### src/ecgrpd_pkg.sv
// Shared constants for the ECG R-peak detector.
// Depends on nothing; imported by ecg_r_peak_detector_unit.
`default_nettype none

package ecgrpd_pkg;

  localparam int WINDOW     = 5;
  localparam int SAMPLE_W   = 12;
  localparam int SUM_W      = SAMPLE_W + $clog2(WINDOW);
  localparam int INDEX_W    = 32;
  localparam int COUNT_W    = 16;
  localparam int TOTAL_W    = 48;
  localparam int FILL_MAX   = WINDOW + 2;
  localparam int FILL_W     = $clog2(FILL_MAX + 1);
  localparam int CENTER_OFS = 1 + WINDOW / 2;

  localparam int SDATA_W    = 16;
  localparam int MDATA_W    = 2 * INDEX_W + COUNT_W + TOTAL_W;
  localparam int APB_ADDR_W = 3;

  localparam logic [SAMPLE_W-1:0] THRESHOLD_RESET = SAMPLE_W'(1200);

  // Register index decoded from paddr[2]
  localparam logic REG_PEAK_THRESHOLD = 1'b0;

endpackage

`default_nettype wire

### src/ecg_r_peak_detector_unit.sv
// ECG R-peak detector: running five-sample sum, slope-sign peak test, interval stats.
// Depends on ecgrpd_pkg for widths and constants.
//
// Usage:
//   Input stream: one 12-bit converter sample per beat in s_axis_tdata[11:0].
//   Output stream: one beat per detected peak, carrying the window-centre index,
//   the interval since the previous peak, the running peak count and the running
//   interval total; tuser[0] flags that the interval is meaningful.
//   APB port: register 0 (byte address 0) is peak_threshold, 12 bits, reset 1200.
//   Write it only while the block is idle.
// Timing:
//   A sample is held in the input register; its result (if any) is loaded from
//   there into the output register, which offers it on the output stream. One
//   sample per cycle is sustained unless a result is blocked downstream: the
//   running sum is updated incrementally (add newest, drop oldest), so a single
//   add/subtract and three compares set the path between the input and result
//   registers.
// Reset (rst, synchronous): clears the window, sums, counters and totals, empties
//   both registers and loads the threshold with 1200. No test is made until
//   seven samples have arrived.
// Stall: while m_axis_tready is low a pending result holds; samples that cause
//   no result still drain, and s_axis_tready drops only when a new result would
//   have to overwrite the held one.
`default_nettype none

module ecg_r_peak_detector_unit
  import ecgrpd_pkg::*;
(
  input  wire logic                  clk,
  input  wire logic                  rst,
  // APB configuration
  input  wire logic                  psel,
  input  wire logic                  penable,
  input  wire logic                  pwrite,
  input  wire logic [APB_ADDR_W-1:0] paddr,
  input  wire logic [31:0]           pwdata,
  output      logic [31:0]           prdata,
  output      logic                  pready,
  // sample stream
  input  wire logic                  s_axis_tvalid,
  output      logic                  s_axis_tready,
  input  wire logic [SDATA_W-1:0]    s_axis_tdata,   // [11:0] sample
  // peak stream
  output      logic                  m_axis_tvalid,
  input  wire logic                  m_axis_tready,
  output      logic [MDATA_W-1:0]    m_axis_tdata,   // [31:0] peak_index, [63:32] interval,
                                                      // [79:64] peak_count,
                                                      // [127:80] interval_total
  output      logic                  m_axis_tuser    // [0] interval_valid
);

  // ---------------------------------------------------------------- config
  logic [SAMPLE_W-1:0] peak_threshold;
  logic                cfg_write;

  assign pready    = 1'b1;
  assign cfg_write = psel && penable && pwrite && pready;

  always_ff @(posedge clk) begin
    if (rst) begin
      peak_threshold <= THRESHOLD_RESET;
    end else if (cfg_write && paddr[2] == REG_PEAK_THRESHOLD) begin
      peak_threshold <= pwdata[SAMPLE_W-1:0];
    end
  end

  always_comb begin
    prdata = '0;
    if (paddr[2] == REG_PEAK_THRESHOLD) begin
      prdata = {{(32-SAMPLE_W){1'b0}}, peak_threshold};
    end
  end

  // ---------------------------------------------------------- input register
  logic                in_valid;
  logic [SAMPLE_W-1:0] in_sample;
  logic                advance;
  logic                hit;
  logic                out_valid;

  // Move the held sample on unless it makes a result that cannot be placed.
  assign advance       = in_valid && (!out_valid || m_axis_tready || !hit);
  assign s_axis_tready = !in_valid || advance;

  always_ff @(posedge clk) begin
    if (rst) begin
      in_valid <= 1'b0;
    end else if (s_axis_tready) begin
      in_valid <= s_axis_tvalid;
    end
  end

  always_ff @(posedge clk) begin
    if (s_axis_tready && s_axis_tvalid) begin
      in_sample <= s_axis_tdata[SAMPLE_W-1:0];
    end
  end

  // ---------------------------------------------------------- detector state
  logic [SAMPLE_W-1:0] taps [WINDOW];   // taps[0] newest, taps[WINDOW-1] oldest
  logic [SUM_W-1:0]    window_sum;
  logic [SUM_W-1:0]    previous_sum;
  logic [SUM_W-1:0]    older_sum;
  logic [INDEX_W-1:0]  sample_counter;
  logic [INDEX_W-1:0]  last_peak_index;
  logic                have_peak;
  logic [COUNT_W-1:0]  peak_total;
  logic [TOTAL_W-1:0]  interval_sum;
  logic [FILL_W-1:0]   fill_count;

  logic [SUM_W-1:0]    window_sum_next;
  logic [FILL_W-1:0]   fill_count_next;
  logic [SUM_W-1:0]    threshold_scaled;
  logic [INDEX_W-1:0]  pidx;
  logic [INDEX_W-1:0]  ivl;
  logic [TOTAL_W:0]    total_wide;
  logic [TOTAL_W-1:0]  interval_sum_next;
  logic [COUNT_W-1:0]  peak_total_next;

  always_comb begin
    // Add the newest sample, drop the one that leaves the window.
    window_sum_next  = window_sum + SUM_W'(in_sample) - SUM_W'(taps[WINDOW-1]);
    fill_count_next  = (fill_count < FILL_W'(FILL_MAX)) ? fill_count + 1'b1 : fill_count;
    threshold_scaled = SUM_W'(peak_threshold) * SUM_W'(WINDOW);

    // The candidate is the sum one sample back; its slopes straddle it.
    hit = (fill_count_next == FILL_W'(FILL_MAX)) &&
          (previous_sum <= window_sum) &&
          (window_sum_next <= window_sum) &&
          (window_sum > threshold_scaled);

    pidx = sample_counter - INDEX_W'(CENTER_OFS);
    ivl  = have_peak ? (pidx - last_peak_index) : '0;

    total_wide = {1'b0, interval_sum} + (TOTAL_W+1)'(ivl);
    interval_sum_next = total_wide[TOTAL_W] ? {TOTAL_W{1'b1}} : total_wide[TOTAL_W-1:0];
    peak_total_next   = (peak_total != {COUNT_W{1'b1}}) ? peak_total + 1'b1 : peak_total;
  end

  always_ff @(posedge clk) begin
    if (rst) begin
      for (int k = 0; k < WINDOW; k++) begin
        taps[k] <= '0;
      end
      window_sum      <= '0;
      previous_sum    <= '0;
      older_sum       <= '0;
      sample_counter  <= '0;
      last_peak_index <= '0;
      have_peak       <= 1'b0;
      peak_total      <= '0;
      interval_sum    <= '0;
      fill_count      <= '0;
    end else if (advance) begin
      taps[0] <= in_sample;
      for (int k = 1; k < WINDOW; k++) begin
        taps[k] <= taps[k-1];
      end
      window_sum     <= window_sum_next;
      previous_sum   <= window_sum;
      older_sum      <= previous_sum;
      sample_counter <= sample_counter + 1'b1;
      fill_count     <= fill_count_next;
      if (hit) begin
        last_peak_index <= pidx;
        have_peak       <= 1'b1;
        peak_total      <= peak_total_next;
        interval_sum    <= interval_sum_next;
      end
    end
  end

  // -------------------------------------------------------- result register
  logic [INDEX_W-1:0] out_index;
  logic [INDEX_W-1:0] out_interval;
  logic               out_interval_valid;
  logic [COUNT_W-1:0] out_count;
  logic [TOTAL_W-1:0] out_total;
  logic               out_valid_next;

  always_comb begin
    out_valid_next = out_valid && !m_axis_tready;
    if (advance && hit) begin
      out_valid_next = 1'b1;
    end
  end

  always_ff @(posedge clk) begin
    if (rst) begin
      out_valid <= 1'b0;
    end else begin
      out_valid <= out_valid_next;
    end
  end

  always_ff @(posedge clk) begin
    if (advance && hit) begin
      out_index          <= pidx;
      out_interval       <= ivl;
      out_interval_valid <= have_peak;
      out_count          <= peak_total_next;
      out_total          <= have_peak ? interval_sum_next : interval_sum;
    end
  end

  assign m_axis_tvalid = out_valid;
  assign m_axis_tdata  = {out_total, out_count, out_interval, out_index};
  assign m_axis_tuser  = out_interval_valid;

  // -------------------------------------------------------------- checks
  // The running count is one exactly for the first peak, which has no interval.
  a_first_peak_no_interval: assert property (@(posedge clk) disable iff (rst)
    out_valid |-> (out_interval_valid == (out_count != COUNT_W'(1))))
    else $error("interval_valid disagrees with peak count");

  // A peak has been seen exactly when the count is nonzero.
  a_have_peak_count: assert property (@(posedge clk) disable iff (rst)
    have_peak == (peak_total != '0))
    else $error("have_peak out of step with peak_total");

  // Input side backs up only when a result is blocked downstream.
  a_stall_cause: assert property (@(posedge clk) disable iff (rst)
    (in_valid && !s_axis_tready) |-> (out_valid && !m_axis_tready))
    else $error("input stalled without a blocked result");

endmodule

`default_nettype wire

### config.mk
export PLATFORM = sky130hd
export DESIGN_NAME = ecg_r_peak_detector_unit
export DESIGN_NICKNAME = d
export VERILOG_FILES = /design/src/ecgrpd_pkg.sv /design/src/ecg_r_peak_detector_unit.sv
export SDC_FILE = /design/constraint.sdc
export NUM_CORES = 1
export LEC_CHECK = 0
export BUFFER_PORTS_ARGS = -buffer_cell sky130_fd_sc_hd__buf_2
export CAP_MARGIN = 15
export CORE_MARGIN = 3
export CORE_UTILIZATION = 45
export DETAILED_ROUTE_END_ITERATION = 12
export GPL_TIMING_DRIVEN = 0
export HOLD_SLACK_MARGIN = 0.05
export SYNTH_ARGS = -nofsm -noshare
export SYNTH_HDL_FRONTEND = slang
export SYNTH_SLANG_ARGS = --single-unit
### constraint.sdc
create_clock -name clk -period 12.81 [get_ports clk]
set_input_delay 2.562 -clock clk [delete_from_list [all_inputs] [get_ports clk]]
set_output_delay 2.562 -clock clk [all_outputs]
set_load 0.02 [all_outputs]
Word-level counts from Yosys, hierarchy flattened
Memory sizes are Yosys's and may differ from the RTL's.
Index checks and enable logic that the tools add are counted.
{"block": "totals", "ff_bits": 317, "mem_bits_rw": 60, "in_bits": 58, "out_inout_bits": 164, "n_memories": 1}
{"memory": "taps", "words": 5, "width": 12, "read_ports": 5, "rd_ports_with_merged_regs": 0, "write_ports": 5, "line": "ecg_r_peak_detector_unit.sv:100", "source": "logic [SAMPLE_W-1:0] taps [WINDOW];"}
{"block": "op_classes", "n_addsub": 8, "n_mul": 1, "order_cmp": 4, "n_eq_ne": 2, "n_mux": 17, "bitwise_logic": 6, "reduce_logical": 18}
{"op": "$mux W48", "count": 2}
{"op": "$mux W12", "count": 6}
{"op": "$add A48 B32 Y49", "count": 1}
{"op": "$add A32 B1 Y32 const B", "count": 1}
{"op": "$mux W32", "count": 1}
{"op": "$sub A32 B2 Y32 const B", "count": 1}
{"op": "$sub A32 B32 Y32", "count": 1}
{"op": "$le A15 B15 Y1", "count": 2}
{"op": "$add A16 B1 Y16 const B", "count": 1}
{"op": "$mux W16", "count": 1}
{"op": "$ne A16 B16 Y1 const B", "count": 1}
{"op": "$add A15 B12 Y15", "count": 1}
{"op": "$gt A15 B15 Y1", "count": 1}
{"op": "$mul A12 B3 Y15 const B", "count": 1}
{"op": "$sub A15 B12 Y15", "count": 1}
{"op": "$logic_and A1 B1 Y1", "count": 10}
{"op": "$mux W1", "count": 6}
{"op": "$or A1 B1 Y1", "count": 5}
{"op": "$logic_not A1 Y1", "count": 4}
{"op": "$add A3 B1 Y3 const B", "count": 1}
{"op": "$eq A3 B3 Y1 const B", "count": 1}
{"op": "$logic_or A1 B1 Y1", "count": 3}
{"op": "$lt A3 B3 Y1 const B", "count": 1}
{"op": "$mux W3", "count": 1}
{"op": "2 further kinds", "count": 2}

Longest topological paths before layout
{"block": "logic_depth", "depth_word": 13, "ltp_mapped": 28, "depth_no_buf": 27}

Worst setup path after synthesis
OpenSTA, ideal clock, no wires.
{"block": "synth_path", "path_kind": "register to register", "startpoint": "reg window_sum[1]", "endpoint": "reg out_interval_valid, in the netlist m_axis_tuser (enable)", "setup_time_ps": 543, "arrival_ps": 7974, "t_required_ps": 12267, "path_slack_ps": 4293, "stages_incl_launch_ff": 20, "period_less_slack_ps": 8517, "cell_sequence": "dfxtp_1 > inv_1 > fa_1 > inv_1 > fa_1 > a21o_1 > a21oi_1 > nand2b_1 > a2111o_1 > a31oi_1 > a21o_1 > a21oi_1 > xnor2_1 > ha_1 > nand4_1 > nor4_1 > a31oi_1 > nor4_2 > clkbuf_1 > buf_1"}
{"block": "synth_via", "elab_chain_cells": 9, "elab_cells_between_ends": 12}
{"element": "start, declared", "line": "ecg_r_peak_detector_unit.sv:101", "source": "logic [SUM_W-1:0] window_sum;"}
{"element": "start signal, assigned", "line": "ecg_r_peak_detector_unit.sv:159", "source": "window_sum <= window_sum_next;"}
{"element": "$add A15 B12 Y15 (*)", "line": "ecg_r_peak_detector_unit.sv:122", "source": "window_sum_next = window_sum + SUM_W'(in_sample) - SUM_W'(taps[WINDOW-1]);"}
{"element": "$sub A15 B12 Y15 (*)", "line": "ecg_r_peak_detector_unit.sv:122"}
{"element": "named net window_sum_next[14]", "line": "ecg_r_peak_detector_unit.sv:111", "source": "logic [SUM_W-1:0] window_sum_next;"}
{"element": "$le A15 B15 Y1 (*)", "line": "ecg_r_peak_detector_unit.sv:129", "source": "(window_sum_next <= window_sum) &&"}
{"element": "$logic_and A1 B1 Y1 (*)", "line": "ecg_r_peak_detector_unit.sv:128", "source": "(previous_sum <= window_sum) &&"}
{"element": "$logic_and A1 B1 Y1 (*)", "line": "ecg_r_peak_detector_unit.sv:129"}
{"element": "$logic_not A1 Y1", "line": "ecg_r_peak_detector_unit.sv:82", "source": "assign advance = in_valid && (!out_valid || m_axis_tready || !hit);"}
{"element": "$logic_or A1 B1 Y1", "line": "ecg_r_peak_detector_unit.sv:82"}
{"element": "$logic_and A1 B1 Y1", "line": "ecg_r_peak_detector_unit.sv:82"}
{"element": "$logic_and A1 B1 Y1 (*)", "line": "ecg_r_peak_detector_unit.sv:197", "source": "if (advance && hit) begin"}
{"element": "end signal, assigned", "line": "ecg_r_peak_detector_unit.sv:200", "source": "out_interval_valid <= have_peak;"}
{"element": "end, declared", "line": "ecg_r_peak_detector_unit.sv:176", "source": "logic out_interval_valid;"}
The timed path passes the listed nets; every way through them passes the cells marked *.
A chain may end at the register's enable or synchronous reset.

Worst setup path in the final report
{"block": "layout_path", "startpoint": "reg window_sum[1]", "endpoint": "out s_axis_tready"}
{"block": "layout_via", "elab_chain_cells": 9, "elab_cells_between_ends": 12}
{"element": "$add A15 B12 Y15", "line": "ecg_r_peak_detector_unit.sv:122"}
{"element": "$sub A15 B12 Y15", "line": "ecg_r_peak_detector_unit.sv:122"}
{"element": "named net window_sum_next[14]", "line": "ecg_r_peak_detector_unit.sv:111"}
{"element": "$le A15 B15 Y1", "line": "ecg_r_peak_detector_unit.sv:129"}
{"element": "$logic_and A1 B1 Y1", "line": "ecg_r_peak_detector_unit.sv:128"}
{"element": "$logic_and A1 B1 Y1", "line": "ecg_r_peak_detector_unit.sv:129"}
{"element": "$logic_not A1 Y1", "line": "ecg_r_peak_detector_unit.sv:82"}
{"element": "$logic_or A1 B1 Y1", "line": "ecg_r_peak_detector_unit.sv:82"}
{"element": "$logic_and A1 B1 Y1", "line": "ecg_r_peak_detector_unit.sv:82"}
{"element": "$logic_or A1 B1 Y1", "line": "ecg_r_peak_detector_unit.sv:83", "source": "assign s_axis_tready = !in_valid || advance;"}
{"element": "end, declared", "line": "ecg_r_peak_detector_unit.sv:41", "source": "output logic s_axis_tready,"}
The timed path passes the listed nets, and every way through them passes these cells.

==> results.md <==
* Achievable Freq at 120.5 MHz
* Pwr Density at 126.4 nW/µm²
* Slew Limit Fails at 0
* Synth Cell Area at 21340 µm²
* Clock Latency Late Sink at 0.58 ns
* Num ports at 222
* Post CTS Setup Buffer Count at 0
* Post-CTS resize count at 0
* Gr usage total at 0.2328
* Required @ worst endpoint at 10.25 ns
* CP Max Fanout at 9
* Core box area at 46650 µm²
* Yosys top cell area share at 0.2829
* Ant diodes at 0
* Most frequent cells in the layout: 266 x nor2_1, 209 x a21oi_1, 201 x edfxtp_1
* Cell Area, Placed at 23140 µm²
* # nets final at 2756
* Place WS at 4.837 ns
* Remaining DRCs at 0
* DP HPWL at 45.24 mm
* CTS buffer count at 43
* Sequential area share after synthesis at 0.4480
* Slowest-stage cell, CP: fa_1
* Vias in the first global route at 16880
* Clock share of power at 0.425
* Cell family with most CP delay: simple AND/OR/NAND/NOR gates
* CTS clk-pin slew, worst paths at 0.06 ns
* CTS Hold Bufs at 0
* Routed wl met3 at 3.054 mm
* VDD IR max at 0.1223 mV
* Clock Skew at 0.02381 ns
* I/O Buffers at 174
* WL final at 59.16 mm
* Synth Warn # at 0
* Largest net degree at the start of global routing at 46
* Total gr overflow at 0
* Sequential Power Share at 0.422
* Syn Inst Count at 2292
* Worst slew margin at 0.3044
* Setup TNS at 0 ns
* Die ar. at 50060 µm²
* FILL cells at 4295
* Hold Violations, Final at 0
* CP arrival at 5.74 ns
* Slew @ Worst Pin at 1.043 ns
* Outcome: finished clean
* CTS tree: built
* Fin crit share at 0.6478
* Comb power frac at 0.153
* H-tree depth at 2
* CP endpoint kind: primary output
* CP cell instances: inv_1, fa_1, inv_1, fa_1, a21o_1, a21oi_1, nand2b_1, a2111o_1, a31oi_1, a21o_1, a21oi_1, xnor2_1, ha_1, nand4_1, nor4_1, a31oi_1, or3_1, clkbuf_1, or3_1, buf_2
* Startpoint Class: flip-flop
* Prevailing post-synth register cell: edfxtp_1
* Max layer used: met4
* Yosys top cell by area: edfxtp_1
* Setup Crit Path Kind: flip-flop to primary output
* Commonest non-fill, non-tap cell in the layout: nor2_1
* Die Height at 223.8 µm
* Worst path bufs/invs at 4
* Initial Utilization at 0.4573
* Switching Share at 0.2624
* RSZ-0062 raised after global routing: false
* Antenna-violating nets left at 0
* Pre-antenna DRT Iters at 5
* Sink Count at 377
* Asr flop ratio synth at 0
* WL met2 at 27.98 mm
* Standard-cell rows at 79
* Synth unique cells at 75
* Tmin final at 8.298 ns
* CTS Root Cell: clkbuf_16
* Total Power at 3.120 mW
* Final number of setup-violating endpoints at 0
* Number of synthesized register bits at 377
* Share of cells above drive strength 1 at 0.1241
* Clock buffer depth at 3
* Routability Congestion at 0.9507
* Initial antenna violation count at 0
* P_leak at 9.519 nW
* Pint at 2.301 mW
* WL met1 at 26.35 mm
* Initial drt markers at 1284
* Die width at 223.8 µm
* Worst stage delay on the critical path at 0.52 ns
* Syn avg cell area at 9.309 µm²
* Post-synth EDFFs at 201
* Top post-synthesis cells by area: edfxtp_1 28%, dfxtp_1 17%, ha_1 8.6%, a21oi_1 4.9%, nor2_1 4.7%
* Post-layout instance area at 24690 µm²
* Total of max-cap violations at 0
* Final worst setup slack at 4.512 ns
* Via density at 5.487
* Sw Pwr at 0.8188 mW
* Global-route wire length before repair at 92.48 mm
* Routed len/inst at 18.62 µm
* Min-Delay Path Class: flip-flop to flip-flop
* Syn-to-layout area delta at 15.70%
* Total number of vias at 17440
==> worst min-delay path, stage by stage (launching register included) <==
cell     delay [ns]
dfxtp_1        0.31
nand2_1        0.05
a21oi_1        0.05
==> registers in the layout (all words and copies together) (netlist names), 15 cells and up, named ones only <==
register,count
taps,60
interval_sum,48
out_total,48
last_peak_index,32
out_index,32
out_interval,32
sample_counter,32
out_count,16
peak_total,16
previous_sum,15
window_sum,15
==> metrics by stage <==
| stage | util | cells | hold WS [ns] |
|---|---|---|---|
| final | 0.5291 | 3178 | 0.4628 |
| after global routing | 0.5291 | 3178 | 0.4894 |
| after CTS | 0.5291 | 3178 | 0.4678 |
| after detailed placement | 0.4961 | 3099 | 0.4586 |
| after global placement | 0.4938 | 3092 | 0.4461 |
| after floorplan | - | 2311 | 0.4064 |
==> layout make-up <==
class                      count  area, µm²  area share
tap                          607      759.5     0.03077
clock inverter                21      274.0     0.01110
sequential                   377       9559      0.3872
timing repair buffer         181      973.4     0.03943
inverter                     141      529.3     0.02144
multi-input combinational   1662      10730      0.4346
buffer                       131      594.3     0.02407
clock buffer                  58       1267     0.05134
==> cells in the mapped netlist (22+ instances only) <==
| master | number |
|---|---|
| xor2_1 | 55 |
| nand2b_1 | 27 |
| nor2b_1 | 30 |
| nand2_1 | 187 |
| a21oi_1 | 209 |
| nand4_1 | 31 |
| and2_1 | 32 |
| buf_4 | 22 |
| edfxtp_1 | 201 |
| a21o_1 | 34 |
| inv_1 | 141 |
| nand3_1 | 54 |
| o21ai_0 | 81 |
| a211oi_1 | 36 |
| clkbuf_1 | 96 |
| ha_1 | 146 |
| dfxtp_1 | 176 |
| xnor2_1 | 87 |
| and3_1 | 64 |
| nor2_1 | 266 |
| nor3_1 | 64 |
==> power by group through the flow <==
| stage | clock network, mW | registers, mW | logic, mW |
|---|---|---|---|
| final | 1.33 | 1.32 | 0.479 |
| after global routing | 1.41 | 1.32 | 0.542 |
| after CTS | 1.35 | 1.32 | 0.476 |
| after detailed placement | 0 | 1.34 | 0.472 |
| after global placement | 0 | 1.34 | 0.460 |
| after floorplan | 0 | 1.33 | 0.358 |
==> per-layer routing <==
layer  GRT usage  up-vias
met5           0        -
met4     0.07346        0
met3     0.03093      103
met2      0.3936      481
met1      0.3120     8281
li1            -     8574
==> cell families (layout without fill, tap and decap cells) <==
kind of cell             Yosys count  count (layout)  synth area share
multiplexers                      17              17          0.008445
flip-flops                       377             377            0.4480
XOR/XNOR                         142             142           0.05829
AO/OA/AOI/OAI                    494             494            0.1443
adder cells (fa/ha/maj)          161             161           0.09969
other                              2              21         0.0003520
AND/OR/NAND/NOR                  827             827            0.1884
buffers and inverters            272             532           0.05260
==> worst paths after layout <==
kind	end	startpoint	slack (ns)	cells after the start
setup / recovery	s_axis_tready	window_sum[1]	4.51	20
hold / removal	previous_sum[5]	previous_sum[5]	0.46	2
setup reg to reg	out_total[41]	sample_counter[9]	4.72	27
hold reg to reg	previous_sum[5]	previous_sum[5]	0.46	2
Note: power is estimated with default switching activity, not from simulation.
